File: config.mk
export PLATFORM = sky130hd
export DESIGN_NAME = scanline_polygon_row_fill
export DESIGN_NICKNAME = d
export VERILOG_FILES = /design/src/splf_pkg.sv /design/src/splf_div.sv /design/src/splf_cell.sv /design/src/scanline_polygon_row_fill.sv
export VERILOG_INCLUDE_DIRS = /design/src /design/src/src
export SDC_FILE = /design/constraint.sdc
export NUM_CORES = 2
export LEC_CHECK = 0
export BUFFER_PORTS_ARGS = -buffer_cell sky130_fd_sc_hd__clkbuf_2
export CAP_MARGIN = 15
export CORE_ASPECT_RATIO = 1.1
export CORE_MARGIN = 10
export CORE_UTILIZATION = 60
export DETAILED_ROUTE_END_ITERATION = 16
export PLACE_DENSITY = 0.77
export SYNTH_ARGS = -nofsm -noshare
export SYNTH_HDL_FRONTEND = slang
export SYNTH_SLANG_ARGS = --single-unit
File: constraint.sdc
create_clock -name i_clk -period 10.91 [get_ports i_clk]
set_input_delay 1.6365 -clock i_clk [delete_from_list [all_inputs] [get_ports i_clk]]
set_output_delay 1.6365 -clock i_clk [all_outputs]
set_load 0.01 [all_outputs]
File: src/scanline_polygon_row_fill_defines.svh
// Assertion macros shared by the scanline polygon row fill RTL.
`ifndef SCANLINE_POLYGON_ROW_FILL_DEFINES_SVH
`define SCANLINE_POLYGON_ROW_FILL_DEFINES_SVH

`ifndef SYNTHESIS
// Same-cycle implication, checked on every rising clock edge out of reset.
`define SPLF_ASSERT_SAME(label, ante, cons) \
    label: assert property (@(posedge i_clk) disable iff (!i_rst_n) (ante) |-> (cons)) \
        else $error("splf assertion failed");
// Next-cycle implication.
`define SPLF_ASSERT_NEXT(label, ante, cons) \
    label: assert property (@(posedge i_clk) disable iff (!i_rst_n) (ante) |=> (cons)) \
        else $error("splf assertion failed");
`else
`define SPLF_ASSERT_SAME(label, ante, cons)
`define SPLF_ASSERT_NEXT(label, ante, cons)
`endif

`endif

File: src/splf_pkg.sv
// Shared types and constants of the scanline polygon row fill block.
package splf_pkg;

    localparam int unsigned CFG_BITS  = 11;
    localparam int unsigned CFG_IDX_W = 1;

    localparam logic [CFG_IDX_W-1:0] CFG_SCREEN_WIDTH  = 1'b0;
    localparam logic [CFG_IDX_W-1:0] CFG_SCREEN_HEIGHT = 1'b1;

    localparam logic [CFG_BITS-1:0] WIDTH_RESET  = 11'd800;
    localparam logic [CFG_BITS-1:0] HEIGHT_RESET = 11'd600;

    localparam logic [1:0] OP_CLEAR  = 2'd0;
    localparam logic [1:0] OP_APPEND = 2'd1;
    localparam logic [1:0] OP_FILL   = 2'd2;

    // Control of the sorting chain, broadcast to every cell.
    typedef struct packed {
        logic clr;
        logic shift;
    } t_cell_ctl;

endpackage

File: src/splf_div.sv
// Iterative restoring divider, one quotient bit per cycle, unsigned magnitudes.
module splf_div #(
    parameter int unsigned NUM_W = 20,
    parameter int unsigned DEN_W = 10
) (
    input  logic             i_clk,
    input  logic             i_rst_n,
    input  logic             i_start,
    input  logic [NUM_W-1:0] i_num,
    input  logic [DEN_W-1:0] i_den,
    output logic             o_busy,
    output logic             o_done,
    output logic [NUM_W-1:0] o_quo
);
    localparam int unsigned CW = $clog2(NUM_W + 1);

    logic [NUM_W-1:0] r_num;
    logic [DEN_W-1:0] r_den;
    logic [DEN_W-1:0] r_rem;
    logic [CW-1:0]    r_cnt;
    logic             r_busy;
    logic             r_done;
    logic [DEN_W:0]   w_trial;
    logic [DEN_W:0]   w_diff;
    logic             w_ge;

    always_comb begin
        w_trial = {r_rem, r_num[NUM_W-1]};
        w_ge    = w_trial >= {1'b0, r_den};
        w_diff  = w_trial - {1'b0, r_den};
    end

    always_ff @(posedge i_clk) begin
        if (!i_rst_n) begin
            r_busy <= 1'b0;
            r_done <= 1'b0;
            r_cnt  <= '0;
        end else begin
            r_done <= 1'b0;
            if (i_start) begin
                r_num  <= i_num;
                r_den  <= i_den;
                r_rem  <= '0;
                r_cnt  <= CW'(NUM_W);
                r_busy <= 1'b1;
            end else if (r_busy) begin
                r_rem <= w_ge ? w_diff[DEN_W-1:0] : w_trial[DEN_W-1:0];
                r_num <= {r_num[NUM_W-2:0], w_ge};
                r_cnt <= r_cnt - 1'b1;
                if (r_cnt == CW'(1)) begin
                    r_busy <= 1'b0;
                    r_done <= 1'b1;
                end
            end
        end
    end

    assign o_busy = r_busy;
    assign o_done = r_done;
    assign o_quo  = r_num;

endmodule

File: src/splf_cell.sv
// One cell of the systolic insertion-sort chain of crossings.
module splf_cell #(
    parameter int unsigned W = 10
) (
    input  logic                i_clk,
    input  logic                i_rst_n,
    input  splf_pkg::t_cell_ctl i_ctl,
    input  logic                i_ins_v,
    input  logic [W-1:0]        i_ins_val,
    input  logic                i_nb_v,
    input  logic [W-1:0]        i_nb_val,
    output logic                o_v,
    output logic [W-1:0]        o_val,
    output logic                o_pass_v,
    output logic [W-1:0]        o_pass_val
);
    import splf_pkg::*;

    logic         r_v;
    logic [W-1:0] r_val;
    logic         r_pass_v;
    logic [W-1:0] r_pass_val;

    // Keep the smaller value, hand the larger one to the right neighbor; shift takes the neighbor's entry, clr empties.
    always_ff @(posedge i_clk) begin
        if (!i_rst_n) begin
            r_v      <= 1'b0;
            r_pass_v <= 1'b0;
        end else if (i_ctl.clr) begin
            r_v      <= 1'b0;
            r_pass_v <= 1'b0;
        end else if (i_ctl.shift) begin
            r_v      <= i_nb_v;
            r_val    <= i_nb_val;
            r_pass_v <= 1'b0;
        end else begin
            r_pass_v <= 1'b0;
            if (i_ins_v) begin
                if (!r_v) begin
                    r_v   <= 1'b1;
                    r_val <= i_ins_val;
                end else if (i_ins_val < r_val) begin
                    r_val      <= i_ins_val;
                    r_pass_v   <= 1'b1;
                    r_pass_val <= r_val;
                end else begin
                    r_pass_v   <= 1'b1;
                    r_pass_val <= i_ins_val;
                end
            end
        end
    end

    assign o_v        = r_v;
    assign o_val      = r_val;
    assign o_pass_v   = r_pass_v;
    assign o_pass_val = r_pass_val;

endmodule

File: src/scanline_polygon_row_fill.sv
// Top level of the scanline polygon row fill block (even-odd rule).
// Usage: op 1 appends a vertex and op 0 clears the polygon. A row request
// (op 2) walks the polygon edges one per cycle, but every edge that crosses
// the row first passes through a multiply and the bit-serial divide that
// finds the crossing x. The crossings are sorted in a chain of MAX_VERTICES
// cells, which is left to settle after the last crossing, and then shift
// out two per span; a pair waits while a finished span cannot go out. A
// row outside the polygon goes straight to its final transfer. Spans are
// delivered in order of increasing x, tlast on the final one; a row without
// pixels yields a single transfer with tuser low.
// Configuration writes are taken at any time but must only be issued while
// the block is idle.
`include "scanline_polygon_row_fill_defines.svh"

module scanline_polygon_row_fill #(
    parameter int unsigned MAX_VERTICES = 16,
    parameter int unsigned COORD_BITS   = 10
) (
    input  logic                                   i_clk,
    input  logic                                   i_rst_n,
    input  logic                                   i_cfg_valid,
    output logic                                   o_cfg_ready,
    input  logic [splf_pkg::CFG_IDX_W-1:0]         i_cfg_index,
    input  logic [splf_pkg::CFG_BITS-1:0]          i_cfg_data,
    input  logic                                   s_axis_tvalid,
    output logic                                   s_axis_tready,
    // vertex_x, vertex_y, row, zero pad
    input  logic [((3*COORD_BITS+7)/8)*8-1:0]      s_axis_tdata,
    // op
    input  logic [1:0]                             s_axis_tuser,
    output logic                                   m_axis_tvalid,
    input  logic                                   m_axis_tready,
    // span_row, span_first, span_last_x, zero pad
    output logic [((3*COORD_BITS+7)/8)*8-1:0]      m_axis_tdata,
    // span_valid
    output logic                                   m_axis_tuser,
    output logic                                   m_axis_tlast
);
    import splf_pkg::*;

    localparam int unsigned CB    = COORD_BITS;
    localparam int unsigned DW    = ((3*COORD_BITS+7)/8)*8;
    localparam int unsigned IDX_W = $clog2(MAX_VERTICES);
    localparam int unsigned CNT_W = $clog2(MAX_VERTICES + 1);
    localparam int unsigned SW    = ((CB > CFG_BITS) ? CB : CFG_BITS) + 2;
    localparam int unsigned PW    = 2*CB + 2;
    localparam int unsigned QW    = 2*CB;

    typedef enum logic [3:0] {
        S_IDLE, S_LOAD0, S_EDGE, S_MUL, S_START, S_DIV,
        S_DRAIN, S_PAIR, S_SHIFT, S_FINAL
    } t_state;

    t_state                r_state;
    logic [CFG_BITS-1:0]   r_width;
    logic [CFG_BITS-1:0]   r_height;
    logic [CB-1:0]         r_vx [MAX_VERTICES];
    logic [CB-1:0]         r_vy [MAX_VERTICES];
    logic [CNT_W-1:0]      r_vcount;
    logic [CB-1:0]         r_lowy;
    logic [CB-1:0]         r_highy;
    logic [CB-1:0]         r_row;
    logic [CNT_W-1:0]      r_idx;
    logic [CB-1:0]         r_px;
    logic [CB-1:0]         r_py;
    logic signed [CB:0]    r_dx;
    logic signed [CB:0]    r_dy;
    logic signed [CB:0]    r_ty;
    logic [CB-1:0]         r_x1;
    logic signed [PW-1:0]  r_prod;
    logic                  r_neg;
    logic [CNT_W-1:0]      r_ncross;
    logic [CNT_W-1:0]      r_rem;
    logic [CNT_W-1:0]      r_drain;
    logic                  r_pend_v;
    logic [CB-1:0]         r_pend_lo;
    logic [CB-1:0]         r_pend_hi;
    logic                  r_out_v;
    logic [CB-1:0]         r_out_row;
    logic [CB-1:0]         r_out_first;
    logic [CB-1:0]         r_out_last_x;
    logic                  r_out_span;
    logic                  r_out_last;

    // Input field views.
    logic [1:0]            w_op;
    logic [CB-1:0]         w_in_x;
    logic [CB-1:0]         w_in_y;
    logic [CB-1:0]         w_in_row;
    logic                  w_in_xfer;
    logic                  w_out_free;

    // Vertex read port.
    logic [CNT_W-1:0]      w_next;
    logic [IDX_W-1:0]      w_rd_idx;
    logic [CB-1:0]         w_cx;
    logic [CB-1:0]         w_cy;
    logic [CB-1:0]         w_ymin;
    logic [CB-1:0]         w_ymax;
    logic                  w_cross;
    logic                  w_short;
    logic                  w_row_ok;

    // Divider and crossing x.
    logic                  w_div_start;
    logic                  w_div_busy;
    logic                  w_div_done;
    logic [QW-1:0]         w_div_quo;
    logic signed [PW-1:0]  w_prod_abs;
    logic signed [CB:0]    w_dy_abs;
    logic [CB:0]           w_q;
    logic [CB:0]           w_xsum;

    // Sorting chain.
    t_cell_ctl             w_ctl;
    logic                  w_ins_v;
    logic [CB-1:0]         w_ins_val;
    logic                  w_cv   [MAX_VERTICES];
    logic [CB-1:0]         w_cval [MAX_VERTICES];
    logic                  w_pv   [MAX_VERTICES];
    logic [CB-1:0]         w_pval [MAX_VERTICES];

    // Span arithmetic.
    logic signed [SW-1:0]  w_lo;
    logic signed [SW-1:0]  w_hi;
    logic signed [SW-1:0]  w_xmax;
    logic                  w_span_ok;
    logic                  w_pair_go;
    logic                  w_out_load;

    assign w_op     = s_axis_tuser;
    assign w_in_x   = s_axis_tdata[CB-1:0];
    assign w_in_y   = s_axis_tdata[2*CB-1:CB];
    assign w_in_row = s_axis_tdata[3*CB-1:2*CB];

    assign s_axis_tready = (r_state == S_IDLE);
    assign w_in_xfer     = s_axis_tvalid && s_axis_tready;
    assign w_out_free    = !r_out_v || m_axis_tready;
    assign o_cfg_ready   = 1'b1;

    // Walk the vertices; the edge under test runs from the held previous
    // vertex to the one read now, wrapping to vertex 0 after the last.
    always_comb begin
        w_next   = r_idx + 1'b1;
        if (r_state == S_LOAD0 || w_next == r_vcount) begin
            w_rd_idx = '0;
        end else begin
            w_rd_idx = w_next[IDX_W-1:0];
        end
        w_cx     = r_vx[w_rd_idx];
        w_cy     = r_vy[w_rd_idx];
        w_ymin   = (r_py < w_cy) ? r_py : w_cy;
        w_ymax   = (r_py < w_cy) ? w_cy : r_py;
        // Lower endpoint counts, upper does not; horizontal edges never cross.
        w_cross  = (r_py != w_cy) && (r_row >= w_ymin) && (r_row < w_ymax);
        w_short  = (r_vcount < CNT_W'(3)) || (w_in_row <= r_lowy) ||
                   (w_in_row >= r_highy);
        w_row_ok = (r_row != '0) && ({{(SW-CB){1'b0}}, r_row} <
                   {{(SW-CFG_BITS){1'b0}}, r_height});
    end

    always_comb begin
        w_prod_abs  = (r_prod < 0) ? -r_prod : r_prod;
        w_dy_abs    = (r_dy < 0) ? -r_dy : r_dy;
        w_div_start = (r_state == S_START);
        w_q         = r_neg ? -{1'b0, w_div_quo[CB-1:0]} : {1'b0, w_div_quo[CB-1:0]};
        w_xsum      = {1'b0, r_x1} + w_q;
        w_ins_v     = (r_state == S_DIV) && w_div_done;
        w_ins_val   = w_xsum[CB-1:0];
    end

    splf_div #(
        .NUM_W (QW),
        .DEN_W (CB)
    ) u_div (
        .i_clk   (i_clk),
        .i_rst_n (i_rst_n),
        .i_start (w_div_start),
        .i_num   (w_prod_abs[QW-1:0]),
        .i_den   (w_dy_abs[CB-1:0]),
        .o_busy  (w_div_busy),
        .o_done  (w_div_done),
        .o_quo   (w_div_quo)
    );

    // Pair up the two smallest crossings at the head of the chain.
    always_comb begin
        w_lo   = $signed({{(SW-CB){1'b0}}, w_cval[0]}) + SW'(1);
        w_hi   = $signed({{(SW-CB){1'b0}}, w_cval[1]}) - SW'(2);
        w_xmax = $signed({{(SW-CFG_BITS){1'b0}}, r_width}) - SW'(1);
        if (w_lo < SW'(1)) begin
            w_lo = SW'(1);
        end
        if (w_hi > w_xmax) begin
            w_hi = w_xmax;
        end
        w_span_ok = (w_lo <= w_hi);
        // Stall only when a finished span must go out and the output is full.
        w_pair_go = (r_state == S_PAIR) && (r_rem >= CNT_W'(2)) &&
                    !(w_span_ok && r_pend_v && !w_out_free);
        // The output register takes a new transfer in this cycle.
        w_out_load = (w_pair_go && w_span_ok && r_pend_v) ||
                     ((r_state == S_FINAL) && w_out_free);
        w_ctl.clr   = w_in_xfer && (w_op == OP_FILL);
        w_ctl.shift = w_pair_go || (r_state == S_SHIFT);
    end

    for (genvar k = 0; k < MAX_VERTICES; k++) begin : g_cell
        logic          w_in_v;
        logic [CB-1:0] w_in_val;
        logic          w_nb_v;
        logic [CB-1:0] w_nb_val;

        if (k == 0) begin : g_head
            assign w_in_v   = w_ins_v;
            assign w_in_val = w_ins_val;
        end else begin : g_body
            assign w_in_v   = w_pv[k-1];
            assign w_in_val = w_pval[k-1];
        end
        if (k == MAX_VERTICES - 1) begin : g_tail
            assign w_nb_v   = 1'b0;
            assign w_nb_val = '0;
        end else begin : g_mid
            assign w_nb_v   = w_cv[k+1];
            assign w_nb_val = w_cval[k+1];
        end

        splf_cell #(
            .W (CB)
        ) u_cell (
            .i_clk      (i_clk),
            .i_rst_n    (i_rst_n),
            .i_ctl      (w_ctl),
            .i_ins_v    (w_in_v),
            .i_ins_val  (w_in_val),
            .i_nb_v     (w_nb_v),
            .i_nb_val   (w_nb_val),
            .o_v        (w_cv[k]),
            .o_val      (w_cval[k]),
            .o_pass_v   (w_pv[k]),
            .o_pass_val (w_pval[k])
        );
    end

    always_ff @(posedge i_clk) begin
        if (!i_rst_n) begin
            r_state  <= S_IDLE;
            r_width  <= WIDTH_RESET;
            r_height <= HEIGHT_RESET;
            r_vcount <= '0;
            r_lowy   <= '0;
            r_highy  <= '0;
            r_pend_v <= 1'b0;
            r_out_v  <= 1'b0;
            r_ncross <= '0;
            r_idx    <= '0;
            r_rem    <= '0;
            r_drain  <= '0;
        end else begin
            if (i_cfg_valid) begin
                unique case (i_cfg_index)
                    CFG_SCREEN_WIDTH:  r_width  <= i_cfg_data;
                    CFG_SCREEN_HEIGHT: r_height <= i_cfg_data;
                    default: ;
                endcase
            end

            // Drop the taken transfer unless a new one loads this cycle.
            if (m_axis_tready && !w_out_load) begin
                r_out_v <= 1'b0;
            end

            unique case (r_state)
                S_IDLE: begin
                    if (w_in_xfer) begin
                        if (w_op == OP_CLEAR) begin
                            r_vcount <= '0;
                            r_lowy   <= '0;
                            r_highy  <= '0;
                        end else if (w_op == OP_APPEND) begin
                            if (r_vcount < CNT_W'(MAX_VERTICES)) begin
                                r_vx[r_vcount[IDX_W-1:0]] <= w_in_x;
                                r_vy[r_vcount[IDX_W-1:0]] <= w_in_y;
                                r_vcount <= r_vcount + 1'b1;
                                if (r_vcount == '0 || w_in_y < r_lowy) begin
                                    r_lowy <= w_in_y;
                                end
                                if (r_vcount == '0 || w_in_y > r_highy) begin
                                    r_highy <= w_in_y;
                                end
                            end
                        end else if (w_op == OP_FILL) begin
                            r_row    <= w_in_row;
                            r_pend_v <= 1'b0;
                            r_ncross <= '0;
                            r_idx    <= '0;
                            r_state  <= w_short ? S_FINAL : S_LOAD0;
                        end
                    end
                end
                S_LOAD0: begin
                    r_px    <= w_cx;
                    r_py    <= w_cy;
                    r_state <= S_EDGE;
                end
                S_EDGE: begin
                    r_px  <= w_cx;
                    r_py  <= w_cy;
                    r_idx <= w_next;
                    if (w_cross) begin
                        r_dx    <= $signed({1'b0, w_cx}) - $signed({1'b0, r_px});
                        r_dy    <= $signed({1'b0, w_cy}) - $signed({1'b0, r_py});
                        r_ty    <= $signed({1'b0, r_row}) - $signed({1'b0, r_py});
                        r_x1    <= r_px;
                        r_state <= S_MUL;
                    end else if (w_next == r_vcount) begin
                        r_drain <= CNT_W'(MAX_VERTICES);
                        r_state <= S_DRAIN;
                    end
                end
                S_MUL: begin
                    r_prod  <= PW'(r_ty) * PW'(r_dx);
                    r_state <= S_START;
                end
                S_START: begin
                    r_neg   <= (r_prod < 0) ^ (r_dy < 0);
                    r_state <= S_DIV;
                end
                S_DIV: begin
                    if (w_div_done) begin
                        r_ncross <= r_ncross + 1'b1;
                        if (r_idx == r_vcount) begin
                            r_drain <= CNT_W'(MAX_VERTICES);
                            r_state <= S_DRAIN;
                        end else begin
                            r_state <= S_EDGE;
                        end
                    end
                end
                S_DRAIN: begin
                    // Let the last crossing ripple to its place in the chain.
                    r_drain <= r_drain - 1'b1;
                    if (r_drain == '0) begin
                        r_rem   <= r_ncross;
                        r_state <= w_row_ok ? S_PAIR : S_FINAL;
                    end
                end
                S_PAIR: begin
                    if (r_rem < CNT_W'(2)) begin
                        r_state <= S_FINAL;
                    end else if (w_pair_go) begin
                        if (w_span_ok) begin
                            if (r_pend_v) begin
                                r_out_v      <= 1'b1;
                                r_out_row    <= r_row;
                                r_out_first  <= r_pend_lo;
                                r_out_last_x <= r_pend_hi;
                                r_out_span   <= 1'b1;
                                r_out_last   <= 1'b0;
                            end
                            r_pend_v  <= 1'b1;
                            r_pend_lo <= w_lo[CB-1:0];
                            r_pend_hi <= w_hi[CB-1:0];
                        end
                        r_rem   <= r_rem - CNT_W'(2);
                        r_state <= S_SHIFT;
                    end
                end
                S_SHIFT: begin
                    r_state <= S_PAIR;
                end
                S_FINAL: begin
                    // Send the held span with tlast, or the empty result.
                    if (w_out_free) begin
                        r_out_v      <= 1'b1;
                        r_out_row    <= r_row;
                        r_out_first  <= r_pend_v ? r_pend_lo : '0;
                        r_out_last_x <= r_pend_v ? r_pend_hi : '0;
                        r_out_span   <= r_pend_v;
                        r_out_last   <= 1'b1;
                        r_pend_v     <= 1'b0;
                        r_state      <= S_IDLE;
                    end
                end
                default: r_state <= S_IDLE;
            endcase
        end
    end

    assign m_axis_tvalid = r_out_v;
    assign m_axis_tdata  = {{(DW-3*CB){1'b0}}, r_out_last_x, r_out_first, r_out_row};
    assign m_axis_tuser  = r_out_span;
    assign m_axis_tlast  = r_out_last;

    `SPLF_ASSERT_SAME(a_div_in_wait, w_div_busy, r_state == S_DIV)
    `SPLF_ASSERT_SAME(a_cross_bound, r_state != S_IDLE, r_ncross <= r_vcount)
    `SPLF_ASSERT_NEXT(a_fill_busy, w_in_xfer && (w_op == OP_FILL), !s_axis_tready)
    `SPLF_ASSERT_SAME(a_pend_state, r_pend_v,
        r_state == S_PAIR || r_state == S_SHIFT || r_state == S_FINAL)

endmodule

==> flow_summary.json <==
{
  "arrival_ns": 8.88,
  "final_nets": 5005,
  "wl_met3_mm": 7.488,
  "rsz0062_at_grt": "no",
  "dr_wl_met2_mm": 54.37,
  "fin_crit_ns": 8.588,
  "pwr-share-comb_pct": 30.7,
  "vias_per_cell": 5.881,
  "antenna_found_initial": 10,
  "die_w_um": 297.8,
  "grt_max_degree": 172,
  "synth-main-ff-cell": "edfxtp_1",
  "n_fill_cell": 6245,
  "critPathSlowestCell": "o21ai_2",
  "core_area_um2": 84500,
  "clk_pin_slew_ns": 0.06,
  "hold_slack_ns": 0.4474,
  "final_hold_viol_count": 0,
  "finClkSkew_ns": 0.04055,
  "dpl_cell_area_um2": 52410,
  "ys_types": 87,
  "drtIter0Drc": 2846,
  "postCtsSetupBuffers": 0,
  "synth_top_area_share_pct": 48.18,
  "switchingPower_mw": 3.447,
  "switching_share_pct": 31.95,
  "totalWireLength_mm": 113.6,
  "cts_tree": "done",
  "p_leak_nw": 22.27,
  "drcViolationCount": 0,
  "cts_hold_buf": 0,
  "tns_ns": 0,
  "htreeDepth": 3,
  "initial_core_util_pct": 60.26,
  "synthTopCellsByArea": "edfxtp_1, ha_1, fa_1",
  "die_h_um": 325.5,
  "cts_buffers": 93,
  "worst_slew_pin_slew_ns": 1.173,
  "grt_pass1_wl_mm": 181.1,
  "synth_edf_count": 817,
  "fmaxAchievable_mhz": 116.4,
  "seqCellArea_um2": 26760,
  "finalMaxSlewViolations": 0,
  "critPathKind": "reg2reg",
  "worstSetupEndpointType": "register",
  "drive_above_1_share_pct": 11.63,
  "fin_cells": 5701,
  "synth_seq_area_share_pct": 52.55,
  "io_buffer_count": 82,
  "cts_resized": 0,
  "io_pins": 88,
  "startpoint_type": "register",
  "yosysTopAreaCell": "edfxtp_1",
  "yosys_warnings": 0,
  "multi_input_area_um2": 21750,
  "total_power_mw": 10.79,
  "ant_nets": 0,
  "slowest_delay_ns": 0.89,
  "ys_async_sr_fraction_pct": 0,
  "required_ns": 11.20,
  "wl_met1_mm": 48.57,
  "cap_violations": 0,
  "p_int_mw": 7.342,
  "hp-class": "reg2reg",
  "ys_ff_latch": 928,
  "grt_usage_pct": 23.10,
  "powerDensity_nw_per_um2": 194.7,
  "seq_power_share_pct": 40.2,
  "fin_crit_sh_pct": 78.72,
  "top_layer_used": "met5",
  "path_buf_inv": 4,
  "peakVddDrop_v": 0.0002118,
  "cts_buffer_depth": 3,
  "grt-ovfl-total": 0,
  "syn-mean-instance-area_um2": 11.46,
  "rows": 112,
  "path_max_fanout": 58,
  "fin_util_pct": 65.58,
  "preCtsSetupSlack_ns": 2.359,
  "setup_slack_ns": 2.322,
  "cts_root_buf": "clkbuf_16",
  "grt_pass1_vias": 33770,
  "gp_congestion": 0.9059,
  "hpwl_mm": 78.70,
  "critPathTopFamily": "compound AO/OA/AOI/OAI gates",
  "synthCells": 4442,
  "wl_per_cell_um": 19.93,
  "setup_viol": 0,
  "placed_cells": 5530,
  "drtPass1Iterations": 6,
  "vias": 33530,
  "cts_num_sinks": 928,
  "status": "finished clean",
  "clock_latency_ns": 0.68,
  "syn_to_final_growth_pct": 8.829,
  "slew_headroom_pct": 21.77,
  "netlist_area_um2": 50920,
  "fin_area_um2": 55410,
  "dieArea_um2": 96930,
  "clockPowerShare_pct": 29.1
}
placed cells by master, fill, tap and decap left out, drive strengths merged, types with 32 or more instances in the layout:
cell    netlist  layout
inv         434     438
nor2b        45      45
nor3         41      41
ha          346     346
a221oi       37      37
nand3       107     107
a21oi       111     111
dfxtp       111     111
or3          49      49
fa          122     122
and2        102     102
mux2        189     189
a21o        122     122
clkbuf      128     208
nand2b       53      53
edfxtp      817     817
nor2        188     188
o21ai       298     298
xor2         48      48
mux2i        32      32
xnor2        82      82
nand2       551     551
buf          63      57
worst paths after layout:
check / slack, ns / cells past startpoint / end / from
setup / recovery: 2.32 / 26 / r_dx[9] / r_idx[0]
hold / removal: 0.45 / 0 / r_x1[6] / r_px[6]
setup reg to reg: 2.32 / 26 / r_dx[9] / r_idx[0]
hold reg to reg: 0.45 / 0 / r_x1[6] / r_px[6]
cell usage after synthesis, types with 17 or more instances:
cell      number
nor3_1        41
xor2_1        48
o21ai_0      255
a31oi_1       29
inv_1        434
clkbuf_1     127
nor2b_1       45
and2_1       102
nand3_1      107
o21ai_1       42
a31o_2        18
buf_2         26
or3_1         49
a21o_1       122
nand2b_1      53
a211oi_1      29
a211o_1       17
a221oi_1      37
a21oi_1      111
o211ai_1      31
o31ai_1       24
xnor2_1       80
or2_2         19
ha_1         346
nand2_1      550
mux2i_1       32
nor2_1       188
nand4_1       18
edfxtp_1     817
and3_1        27
fa_1         122
mux2_2       174
buf_4         18
dfxtp_1      111
cell type report:
cell class,count,area share [%]
Antenna cell,5,0.02258
Tap cell,1140,2.574
Timing Repair Buffer,139,1.535
Inverter,435,2.947
Multi-Input combinational cell,2889,39.25
Clock inverter,39,0.7045
Clock buffer,126,4.678
Sequential cell,928,48.29
layer usage:
| metal | track usage [%] | vias to the layer above |
|---|---|---|
| met4 | 7.877 | 4 |
| li1 | - | 15860 |
| met2 | 38.34 | 1125 |
| met3 | 3.416 | 216 |
| met1 | 30.90 | 16330 |
| met5 | 0 | - |
cell families (layout without fill, tap and decap cells):
| family | Yosys count | in the layout | synth area share (%) |
|---|---|---|---|
| mux | 231 | 231 | 5.251 |
| flops | 928 | 928 | 52.55 |
| simple gates | 1239 | 1239 | 11.40 |
| other cells | 2 | 8 | 0.01475 |
| compound gates | 817 | 817 | 10.33 |
| fa+ha+maj | 469 | 469 | 13.32 |
| buf+inv | 626 | 739 | 4.873 |
| xor+xnor | 130 | 130 | 2.266 |
registers in the layout, summed over array words and instances, names as in the netlist, 11 cells and up:
register,count
g_cell.u_cell.o_v,16
g_cell.u_cell.o_pass_val,150
r_vy,160
r_height,11
r_dx,11
g_cell.u_cell.o_pass_v,15
r_width,11
u_div.o_quo,20
r_dy,11
r_vx,160
r_prod,21
g_cell.u_cell.o_val,160
r_ty,11
power by group through the flow:
stage	sequential (mW)	combinational, mW	clock, mW
floorplan	4.35	2.53	0
global placement	4.40	3.17	0
detailed placement	4.40	3.27	0
CTS	4.33	3.31	3.19
global route	4.35	3.74	3.32
finish	4.33	3.31	3.14
No activity file was read; power rests on OpenSTA's default activity.
